===== config.mk =====
export PLATFORM = sky130hd
export DESIGN_NAME = cursor_alpha_overlay_core
export DESIGN_NICKNAME = d
export VERILOG_FILES = /design/src/design/caov_pkg.sv /design/src/design/caov_window.sv /design/src/design/caov_lane.sv /design/src/design/cursor_alpha_overlay_core.sv
export SDC_FILE = /design/constraint.sdc
export NUM_CORES = 2
export LEC_CHECK = 0
export BUFFER_PORTS_ARGS = -buffer_cell sky130_fd_sc_hd__buf_2
export CAP_MARGIN = 40
export CORE_AREA = 4 4 254 256
export DETAILED_ROUTE_END_ITERATION = 10
export DIE_AREA = 0 0 258 260
export PLACE_DENSITY_LB_ADDON = 0.12
export SLEW_MARGIN = 20
export SYNTH_ARGS = -nofsm -noshare
export SYNTH_HDL_FRONTEND = slang
export SYNTH_SLANG_ARGS = --single-unit

===== constraint.sdc =====
create_clock -name clk -period 7.4 [get_ports clk]
set_input_delay 1.48 -clock clk [delete_from_list [all_inputs] [get_ports clk]]
set_output_delay 1.48 -clock clk [all_outputs]
set_load 0.01 [all_outputs]

===== src/design/caov_pkg.sv =====
// Shared types, register indexes, blend codes and helpers for the cursor overlay.
`timescale 1ns / 1ps

package caov_pkg;

  localparam int DEF_MAX_FRAME_DIM  = 8192;
  localparam int DEF_MAX_CURSOR_DIM = 256;

  localparam int POS_W   = 15;
  localparam int CDIM_W  = 9;
  localparam int FDIM_W  = 14;
  localparam int PIX_W   = 13;
  localparam int BYTE_W  = 8;
  localparam int CFG_IDX_W  = 3;
  localparam int CFG_DATA_W = 15;

  localparam logic [CFG_IDX_W-1:0] REG_CURSOR_X = 3'd0;
  localparam logic [CFG_IDX_W-1:0] REG_CURSOR_Y = 3'd1;
  localparam logic [CFG_IDX_W-1:0] REG_CURSOR_W = 3'd2;
  localparam logic [CFG_IDX_W-1:0] REG_CURSOR_H = 3'd3;
  localparam logic [CFG_IDX_W-1:0] REG_FRAME_W  = 3'd4;
  localparam logic [CFG_IDX_W-1:0] REG_FRAME_H  = 3'd5;

  localparam logic [POS_W-1:0]  RST_CURSOR_X = 15'd0;
  localparam logic [POS_W-1:0]  RST_CURSOR_Y = 15'd0;
  localparam logic [CDIM_W-1:0] RST_CURSOR_W = 9'd32;
  localparam logic [CDIM_W-1:0] RST_CURSOR_H = 9'd32;
  localparam logic [FDIM_W-1:0] RST_FRAME_W  = 14'd1920;
  localparam logic [FDIM_W-1:0] RST_FRAME_H  = 14'd1080;

  localparam logic [BYTE_W-1:0] ALPHA_ZERO = 8'd0;
  localparam logic [BYTE_W-1:0] ALPHA_FULL = 8'd255;
  localparam logic [15:0]       ROUND_BIAS = 16'd127;

  localparam logic [1:0] MODE_PASS     = 2'd0;
  localparam logic [1:0] MODE_COPY     = 2'd1;
  localparam logic [1:0] MODE_STRAIGHT = 2'd2;
  localparam logic [1:0] MODE_PREMUL   = 2'd3;

  typedef struct packed {
    logic signed [POS_W-1:0] cursor_x;
    logic signed [POS_W-1:0] cursor_y;
    logic [CDIM_W-1:0]       cursor_w;
    logic [CDIM_W-1:0]       cursor_h;
    logic [FDIM_W-1:0]       frame_w;
    logic [FDIM_W-1:0]       frame_h;
  } caov_cfg_t;

  typedef struct packed {
    logic              valid;
    logic [1:0]        mode;
    logic [BYTE_W-1:0] dst_alpha;
  } caov_ctrl_t;

  // x / 255 for x up to 65152, whose quotient never exceeds 255
  function automatic logic [BYTE_W-1:0] div255(input logic [15:0] x);
    logic [16:0] sum;
    sum = {1'b0, x} + {9'd0, x[15:8]} + 17'd1;
    return sum[15:8];
  endfunction

endpackage


===== src/design/caov_window.sv =====
// Clipped cursor rectangle hit test for one pixel position.
`timescale 1ns / 1ps

module caov_window #(
  parameter int MAX_FRAME_DIM  = caov_pkg::DEF_MAX_FRAME_DIM,
  parameter int MAX_CURSOR_DIM = caov_pkg::DEF_MAX_CURSOR_DIM
) (
  input  caov_pkg::caov_cfg_t                cfg,
  input  logic [caov_pkg::PIX_W-1:0]         pix_x,
  input  logic [caov_pkg::PIX_W-1:0]         pix_y,
  output logic                               hit
);

  localparam int SPAN_W = caov_pkg::POS_W + 2;
  localparam logic [31:0] CUR_LIM = 32'(MAX_CURSOR_DIM);
  localparam logic [31:0] FRM_LIM = 32'(MAX_FRAME_DIM);

  logic [caov_pkg::CDIM_W-1:0] cw;
  logic [caov_pkg::CDIM_W-1:0] ch;
  logic [caov_pkg::FDIM_W-1:0] fw;
  logic [caov_pkg::FDIM_W-1:0] fh;
  logic                        hit_x;
  logic                        hit_y;

  function automatic logic in_span(input logic [caov_pkg::PIX_W-1:0] p,
                                   input logic [caov_pkg::POS_W-1:0] start,
                                   input logic [caov_pkg::CDIM_W-1:0] len,
                                   input logic [caov_pkg::FDIM_W-1:0] lim);
    logic signed [SPAN_W-1:0] sp;
    logic signed [SPAN_W-1:0] ss;
    logic signed [SPAN_W-1:0] se;
    logic signed [SPAN_W-1:0] sl;
    sp = $signed({{(SPAN_W-caov_pkg::PIX_W){1'b0}}, p});
    ss = $signed({{(SPAN_W-caov_pkg::POS_W){start[caov_pkg::POS_W-1]}}, start});
    se = ss + $signed({{(SPAN_W-caov_pkg::CDIM_W){1'b0}}, len});
    sl = $signed({{(SPAN_W-caov_pkg::FDIM_W){1'b0}}, lim});
    return (sp >= ss) && (sp < se) && (sp < sl);
  endfunction

  always_comb begin
    cw = ({23'd0, cfg.cursor_w} > CUR_LIM) ? CUR_LIM[caov_pkg::CDIM_W-1:0] : cfg.cursor_w;
    ch = ({23'd0, cfg.cursor_h} > CUR_LIM) ? CUR_LIM[caov_pkg::CDIM_W-1:0] : cfg.cursor_h;
    fw = ({18'd0, cfg.frame_w} > FRM_LIM) ? FRM_LIM[caov_pkg::FDIM_W-1:0] : cfg.frame_w;
    fh = ({18'd0, cfg.frame_h} > FRM_LIM) ? FRM_LIM[caov_pkg::FDIM_W-1:0] : cfg.frame_h;
    hit_x = in_span(pix_x, cfg.cursor_x, cw, fw);
    hit_y = in_span(pix_y, cfg.cursor_y, ch, fh);
    hit = hit_x && hit_y;
  end

endmodule


===== src/design/caov_lane.sv =====
// One colour channel: registered alpha products, then divide by 255 and select.
`timescale 1ns / 1ps

module caov_lane (
  input  logic                          clk,
  input  logic [caov_pkg::BYTE_W-1:0]   cur,
  input  logic [caov_pkg::BYTE_W-1:0]   dst,
  input  logic [caov_pkg::BYTE_W-1:0]   alpha,
  input  logic [1:0]                    mode,
  output logic [caov_pkg::BYTE_W-1:0]   result
);

  logic [15:0]                 cprod;
  logic [15:0]                 dprod;
  logic [caov_pkg::BYTE_W-1:0] cur_q;
  logic [caov_pkg::BYTE_W-1:0] dst_q;
  logic [caov_pkg::BYTE_W-1:0] straight;
  logic [caov_pkg::BYTE_W-1:0] dst_part;
  logic [caov_pkg::BYTE_W:0]   premul;

  always_ff @(posedge clk) begin
    cprod <= 16'(cur) * 16'(alpha);
    dprod <= 16'(dst) * 16'(caov_pkg::ALPHA_FULL - alpha);
    cur_q <= cur;
    dst_q <= dst;
  end

  always_comb begin
    straight = caov_pkg::div255(cprod + dprod + caov_pkg::ROUND_BIAS);
    dst_part = caov_pkg::div255(dprod + caov_pkg::ROUND_BIAS);
    premul   = {1'b0, cur_q} + {1'b0, dst_part};
    case (mode)
      caov_pkg::MODE_PASS:     result = dst_q;
      caov_pkg::MODE_COPY:     result = cur_q;
      caov_pkg::MODE_STRAIGHT: result = straight;
      caov_pkg::MODE_PREMUL:   result = premul[caov_pkg::BYTE_W] ? caov_pkg::ALPHA_FULL
                                                                 : premul[caov_pkg::BYTE_W-1:0];
      default:                 result = dst_q;
    endcase
  end

endmodule


===== src/design/cursor_alpha_overlay_core.sv =====
// Top level of the cursor alpha overlay: config registers, input stage, lanes, result stage.
`timescale 1ns / 1ps

// Composites one cursor pixel over one BGRA frame pixel per clock. A beat is taken at
// every rising edge with start high and busy low; busy is high only during reset. The
// result appears on the out ports with done high for exactly one cycle, in order; the
// receiver cannot stall, so it must take every result. A result passes the three
// register stages in turn: input, alpha products, result. Configuration writes are
// taken whenever cfg_ready is high and act on beats taken at the same edge or later.
module cursor_alpha_overlay_core #(
  parameter int MAX_FRAME_DIM  = caov_pkg::DEF_MAX_FRAME_DIM,
  parameter int MAX_CURSOR_DIM = caov_pkg::DEF_MAX_CURSOR_DIM
) (
  input  logic                              clk,
  input  logic                              rst,
  input  logic                              cfg_valid,
  output logic                              cfg_ready,
  input  logic [caov_pkg::CFG_IDX_W-1:0]    cfg_index,
  input  logic [caov_pkg::CFG_DATA_W-1:0]   cfg_data,
  input  logic                              start,
  output logic                              busy,
  input  logic [caov_pkg::PIX_W-1:0]        pix_x,
  input  logic [caov_pkg::PIX_W-1:0]        pix_y,
  input  logic [caov_pkg::BYTE_W-1:0]       dst_blue,
  input  logic [caov_pkg::BYTE_W-1:0]       dst_green,
  input  logic [caov_pkg::BYTE_W-1:0]       dst_red,
  input  logic [caov_pkg::BYTE_W-1:0]       dst_alpha,
  input  logic [caov_pkg::BYTE_W-1:0]       cur_blue,
  input  logic [caov_pkg::BYTE_W-1:0]       cur_green,
  input  logic [caov_pkg::BYTE_W-1:0]       cur_red,
  input  logic [caov_pkg::BYTE_W-1:0]       cur_alpha,
  output logic                              done,
  output logic [caov_pkg::BYTE_W-1:0]       out_blue,
  output logic [caov_pkg::BYTE_W-1:0]       out_green,
  output logic [caov_pkg::BYTE_W-1:0]       out_red,
  output logic [caov_pkg::BYTE_W-1:0]       out_alpha,
  output logic                              covered
);

  caov_pkg::caov_cfg_t cfg;
  caov_pkg::caov_ctrl_t ctrl1;
  caov_pkg::caov_ctrl_t ctrl2;

  logic                        accept;
  logic                        valid1;
  logic [caov_pkg::PIX_W-1:0]  px1;
  logic [caov_pkg::PIX_W-1:0]  py1;
  logic [caov_pkg::BYTE_W-1:0] db1, dg1, dr1, da1;
  logic [caov_pkg::BYTE_W-1:0] cb1, cg1, cr1, ca1;
  logic                        hit;
  logic [1:0]                  mode_next;
  logic [caov_pkg::BYTE_W-1:0] lane_b, lane_g, lane_r;

  assign busy      = rst;
  assign cfg_ready = !rst;
  assign accept    = start && !busy;

  always_ff @(posedge clk) begin
    if (rst) begin
      cfg.cursor_x <= caov_pkg::RST_CURSOR_X;
      cfg.cursor_y <= caov_pkg::RST_CURSOR_Y;
      cfg.cursor_w <= caov_pkg::RST_CURSOR_W;
      cfg.cursor_h <= caov_pkg::RST_CURSOR_H;
      cfg.frame_w  <= caov_pkg::RST_FRAME_W;
      cfg.frame_h  <= caov_pkg::RST_FRAME_H;
    end else if (cfg_valid && cfg_ready) begin
      case (cfg_index)
        caov_pkg::REG_CURSOR_X: cfg.cursor_x <= cfg_data;
        caov_pkg::REG_CURSOR_Y: cfg.cursor_y <= cfg_data;
        caov_pkg::REG_CURSOR_W: cfg.cursor_w <= cfg_data[caov_pkg::CDIM_W-1:0];
        caov_pkg::REG_CURSOR_H: cfg.cursor_h <= cfg_data[caov_pkg::CDIM_W-1:0];
        caov_pkg::REG_FRAME_W:  cfg.frame_w  <= cfg_data[caov_pkg::FDIM_W-1:0];
        caov_pkg::REG_FRAME_H:  cfg.frame_h  <= cfg_data[caov_pkg::FDIM_W-1:0];
        default: begin
        end
      endcase
    end
  end

  always_ff @(posedge clk) begin
    if (rst) begin
      valid1 <= 1'b0;
    end else begin
      valid1 <= accept;
    end
    px1 <= pix_x;
    py1 <= pix_y;
    db1 <= dst_blue;
    dg1 <= dst_green;
    dr1 <= dst_red;
    da1 <= dst_alpha;
    cb1 <= cur_blue;
    cg1 <= cur_green;
    cr1 <= cur_red;
    ca1 <= cur_alpha;
  end

  assign ctrl1 = '{valid: valid1, mode: mode_next, dst_alpha: da1};

  caov_window #(
    .MAX_FRAME_DIM  (MAX_FRAME_DIM),
    .MAX_CURSOR_DIM (MAX_CURSOR_DIM)
  ) u_window (
    .cfg   (cfg),
    .pix_x (px1),
    .pix_y (py1),
    .hit   (hit)
  );

  always_comb begin
    if (!hit || ca1 == caov_pkg::ALPHA_ZERO) begin
      mode_next = caov_pkg::MODE_PASS;
    end else if (ca1 == caov_pkg::ALPHA_FULL) begin
      mode_next = caov_pkg::MODE_COPY;
    end else if (cb1 > ca1 || cg1 > ca1 || cr1 > ca1) begin
      mode_next = caov_pkg::MODE_STRAIGHT;
    end else begin
      mode_next = caov_pkg::MODE_PREMUL;
    end
  end

  always_ff @(posedge clk) begin
    if (rst) begin
      ctrl2.valid <= 1'b0;
    end else begin
      ctrl2.valid <= ctrl1.valid;
    end
    ctrl2.mode      <= ctrl1.mode;
    ctrl2.dst_alpha <= ctrl1.dst_alpha;
  end

  caov_lane u_lane_b (
    .clk (clk), .cur (cb1), .dst (db1), .alpha (ca1), .mode (ctrl2.mode), .result (lane_b)
  );
  caov_lane u_lane_g (
    .clk (clk), .cur (cg1), .dst (dg1), .alpha (ca1), .mode (ctrl2.mode), .result (lane_g)
  );
  caov_lane u_lane_r (
    .clk (clk), .cur (cr1), .dst (dr1), .alpha (ca1), .mode (ctrl2.mode), .result (lane_r)
  );

  always_ff @(posedge clk) begin
    if (rst) begin
      done <= 1'b0;
    end else begin
      done <= ctrl2.valid;
    end
    out_blue  <= lane_b;
    out_green <= lane_g;
    out_red   <= lane_r;
    covered   <= (ctrl2.mode != caov_pkg::MODE_PASS);
    out_alpha <= (ctrl2.mode != caov_pkg::MODE_PASS) ? caov_pkg::ALPHA_FULL : ctrl2.dst_alpha;
  end

  a_done_follows_beat: assert property (@(posedge clk) disable iff (rst)
    done |-> $past(start && !busy, 3))
    else $error("result without a beat three cycles earlier");

  a_covered_opaque: assert property (@(posedge clk) disable iff (rst)
    (done && covered) |-> (out_alpha == caov_pkg::ALPHA_FULL))
    else $error("covered pixel without full alpha");

  a_pass_keeps_alpha: assert property (@(posedge clk) disable iff (rst)
    (done && !covered) |-> (out_alpha == $past(dst_alpha, 3)))
    else $error("passed pixel lost its frame alpha");

  a_transparent_passes: assert property (@(posedge clk) disable iff (rst)
    (done && $past(cur_alpha, 3) == caov_pkg::ALPHA_ZERO) |-> !covered)
    else $error("transparent cursor pixel marked covered");

endmodule


==> reports/results.md <==
Outcome
• **outcome** complete, no violations

Finish
• **most common cell after layout, fill and taps aside** ha_1
• **layout net count** 4394
• **ratio of cells with drive above 1 in the final layout** 8.28%
• **layout filler cell count** 5772
• **area added between synthesis and finish** 10.8%
• **top library cells by usage in the layout, fill and taps aside** 503 x ha_1, 484 x inv_1, 350 x dfxtp_1
• **Antenna diodes** 0

Yosys
• **sequential area share after synthesis** 23.2%
• **commonest register cell after synthesis** dfxtp_1
• **yosys warns** 0
• **Synthesized Nets** 4250
• **average size of a mapped cell** 9.02 µm²
• **Async S/R FF share, synth** 0%
• **area share of the largest cell type after synthesis** 23.2%
• **Unique masters post-synth** 83
• **top cells by area, synth** dfxtp_1 23%, ha_1 20%, fa_1 15%
• **Post-Synthesis Cell Area** 30800 µm²
• **leading area contributor after synthesis** dfxtp_1
• **Synth Instances** 3411
• **Synth Register Bits** 356
• **count of flip-flops with a built-in enable after synthesis** 0

Global route
• **global-route wire length before repair** 129000 µm
• **vias in the first global route** 25100
• **total global routing track utilization** 23.7%
• **maximum number of pins on one net before global-route repair** 72
• **initial antenna violation count** 4
• **grt ovf** 0

Critical path
• **largest fanout on the critical path** 7
• **worst path required time** 7.86 ns
• **Worst Setup Path Type** reg -> reg
• **Worst setup SP type** register
• **endpoint kind of the worst setup timing path** register
• **arrival time reported for the critical path endpoint** 6.03 ns
• **cell count of the worst reg-to-reg path** 21

Detailed routing
• **routed len/inst** 17.7 µm
• **remaining routing DRC violations** 0
• **via/cell ratio** 5.35
• **routed wire length** 78500 µm
• **via count of the routed design** 23700
• **number of nets still failing antenna checks after routing** 0
• **count of routing violations after the opening detailed-route iteration** 1173
• **detailed-router iteration count before antenna repair** 5

Timing
• **relative max-transition margin** 35.3%
• **final hold violation count** 0
• **transition time of the tightest slew-check pin** 0.946 ns
• **setup ws final** 1.83 ns
• **final total negative setup slack** 0 ns
• **final number of max-transition violations** 0
• **worst clock skew** 0.0346 ns
• **Peak Freq** 179 MHz
• **Period minus WS final** 5.57 ns
• **unrepaired setup endpoints after global routing** false
• **post-route clock period utilization** 75.3%
• **setup violation total in the final timing report** 0

Power and ir drop
• **worst vdd ir** 0.000418 V
• **leakage power** 16.5 nW
• **Total Power** 14.2 mW
• **Cell Pwr Density** 415 nW/µm²

Die
• **I/O pin cnt** 148
• **chip width** 258 µm
• **number of placement rows** 92
• **area enclosed by the die boundary** 67100 µm²
• **die extent in y** 260 µm
• **initial standard-cell utilization of the core** 49.2%
• **placeable core area** 62500 µm²

Clock tree
• **buffer depth of the longest clock path** 3
• **post-CTS setup repair buffer count** 0
• **clk sinks** 356
• **latest clock arrival within the worst-skew pair** 0.60 ns
• **TritonCTS clock tree** yes
• **CTS H-tree lvls** 2
• **clock buffers created by TritonCTS** 44
• **hold bufs inserted after CTS** 0
• **Root Buffer Master** clkbuf_16
• **CTS clk-pin slew, worst paths** 0.06 ns
• **# resized after CTS** 0

Hold path
• **worst min path class** reg -> reg
• **WHS Path Cells** 0

Placement
• **Setup WS pre-CTS** 1.90 ns
• **port buffer count** 147
• **RePlAce Congestion** 0.906
• **placed wire-length estimate** 62500 µm

Run
• **# Max-Cap Violations** 0

-- where the power goes --
part	internal, mW	switching (mW)
sequential	2.23	0.351
clock	1.40	0.917
combinational	3.94	5.33
total	7.56	6.59
-- path summary, 6_finish.rpt --
path	startpoint	to	slack [ns]
hold reg to reg	da1[6]	ctrl2[6]	0.33
hold / removal	da1[6]	ctrl2[6]	0.33
setup reg to reg	u_lane_r.dprod[0]	out_red[2]	1.83
setup / recovery	u_lane_r.dprod[0]	out_red[2]	1.83
-- layout make-up --
class / instances / area (µm²) / area share [%]
Multi-Input combinational cell: 2494 / 21500 / 63.2
Timing Repair Buffer: 172 / 953 / 2.80
Tap cell: 846 / 1060 / 3.11
Sequential cell: 356 / 7130 / 20.9
Inverter: 487 / 1830 / 5.36
Clock inverter: 21 / 309 / 0.907
Clock buffer: 59 / 1270 / 3.72
-- state kept, by name, summed over array words and instances, names as in the netlist, 11 cells and up --
name	flops
cfg	76
u_lane_b.cprod	16
u_lane_b.dprod	16
u_lane_g.cprod	16
u_lane_g.dprod	16
u_lane_r.cprod	16
u_lane_r.dprod	16
px1	13
py1	13
ctrl2	11
-- through the flow --
stage | hold WS [ns] | utilization (%) | instance area, µm² | std cells
after detailed placement | 0.313 | 52.0 | 32500 | 4353
after CTS | 0.332 | 54.5 | 34100 | 4433
final | 0.330 | 54.5 | 34100 | 4435
after floorplan | 0.310 | - | 30800 | 3411
after global routing | 0.336 | 54.5 | 34100 | 4435
after global placement | 0.311 | 51.9 | 32400 | 4349
-- routing by layer --
| layer | track usage [%] | vias to the layer above | part of all wire (%) |
|---|---|---|---|
| met5 | 0 | - | 0.017 |
| met4 | 6.47 | 2 | 2.7 |
| met3 | 3.30 | 130 | 4.6 |
| met2 | 40.7 | 514 | 47 |
| met1 | 31.3 | 11500 | 45 |
| li1 | - | 11600 | - |
-- Yosys cell counts (all sizes together) (14+ instances only) --
| cell | count |
|---|---|
| mux2i | 44 |
| o21bai | 14 |
| nand2 | 337 |
| xor2 | 53 |
| nor2b | 172 |
| nand2b | 43 |
| nand4 | 24 |
| a21o | 60 |
| nand3 | 37 |
| nor2 | 171 |
| dfxtp | 356 |
| o21a | 28 |
| a21boi | 26 |
| a21oi | 158 |
| o41ai | 14 |
| a31oi | 14 |
| nor3 | 38 |
| or3 | 20 |
| o21ai | 110 |
| and2 | 75 |
| fa | 224 |
| ha | 503 |
| o211ai | 14 |
| inv | 484 |
| nor4 | 15 |
| xnor2 | 161 |
| clkbuf | 63 |
| a211oi | 14 |
-- cell families after synthesis --
logic type,count (synthesis),synth area share (%)
muxes,53,2.05
xor gates and xnor gates,214,6.09
DFF,356,23.2
adders and majority gates,728,35.1
buffers and inverters,561,6.86
AOI/OAI and AO/OA,530,11.1
and+or+nand+nor,969,15.6
-- worst max-delay path, cell delays in order, from the launching register on --
cell and delay (ns):
dfxtp_1 0.33, inv_1 0.12, ha_1 0.19, nor3b_2 0.38, a21oi_1 0.15, xnor2_1 0.51, a21oi_1 0.16, a2111oi_2 0.44
nor3_1 0.10, o22ai_1 0.35, nor3_1 0.11, xnor2_1 0.14, ha_1 0.32, nor2b_1 0.15, o21ai_0 0.21, a21boi_0 0.14
o21ai_0 0.27, a21boi_0 0.17, o21ai_0 0.23, nor2b_1 0.33, o21ai_0 0.16, mux4_2 0.48
No activity file was read; power rests on OpenSTA's default activity.
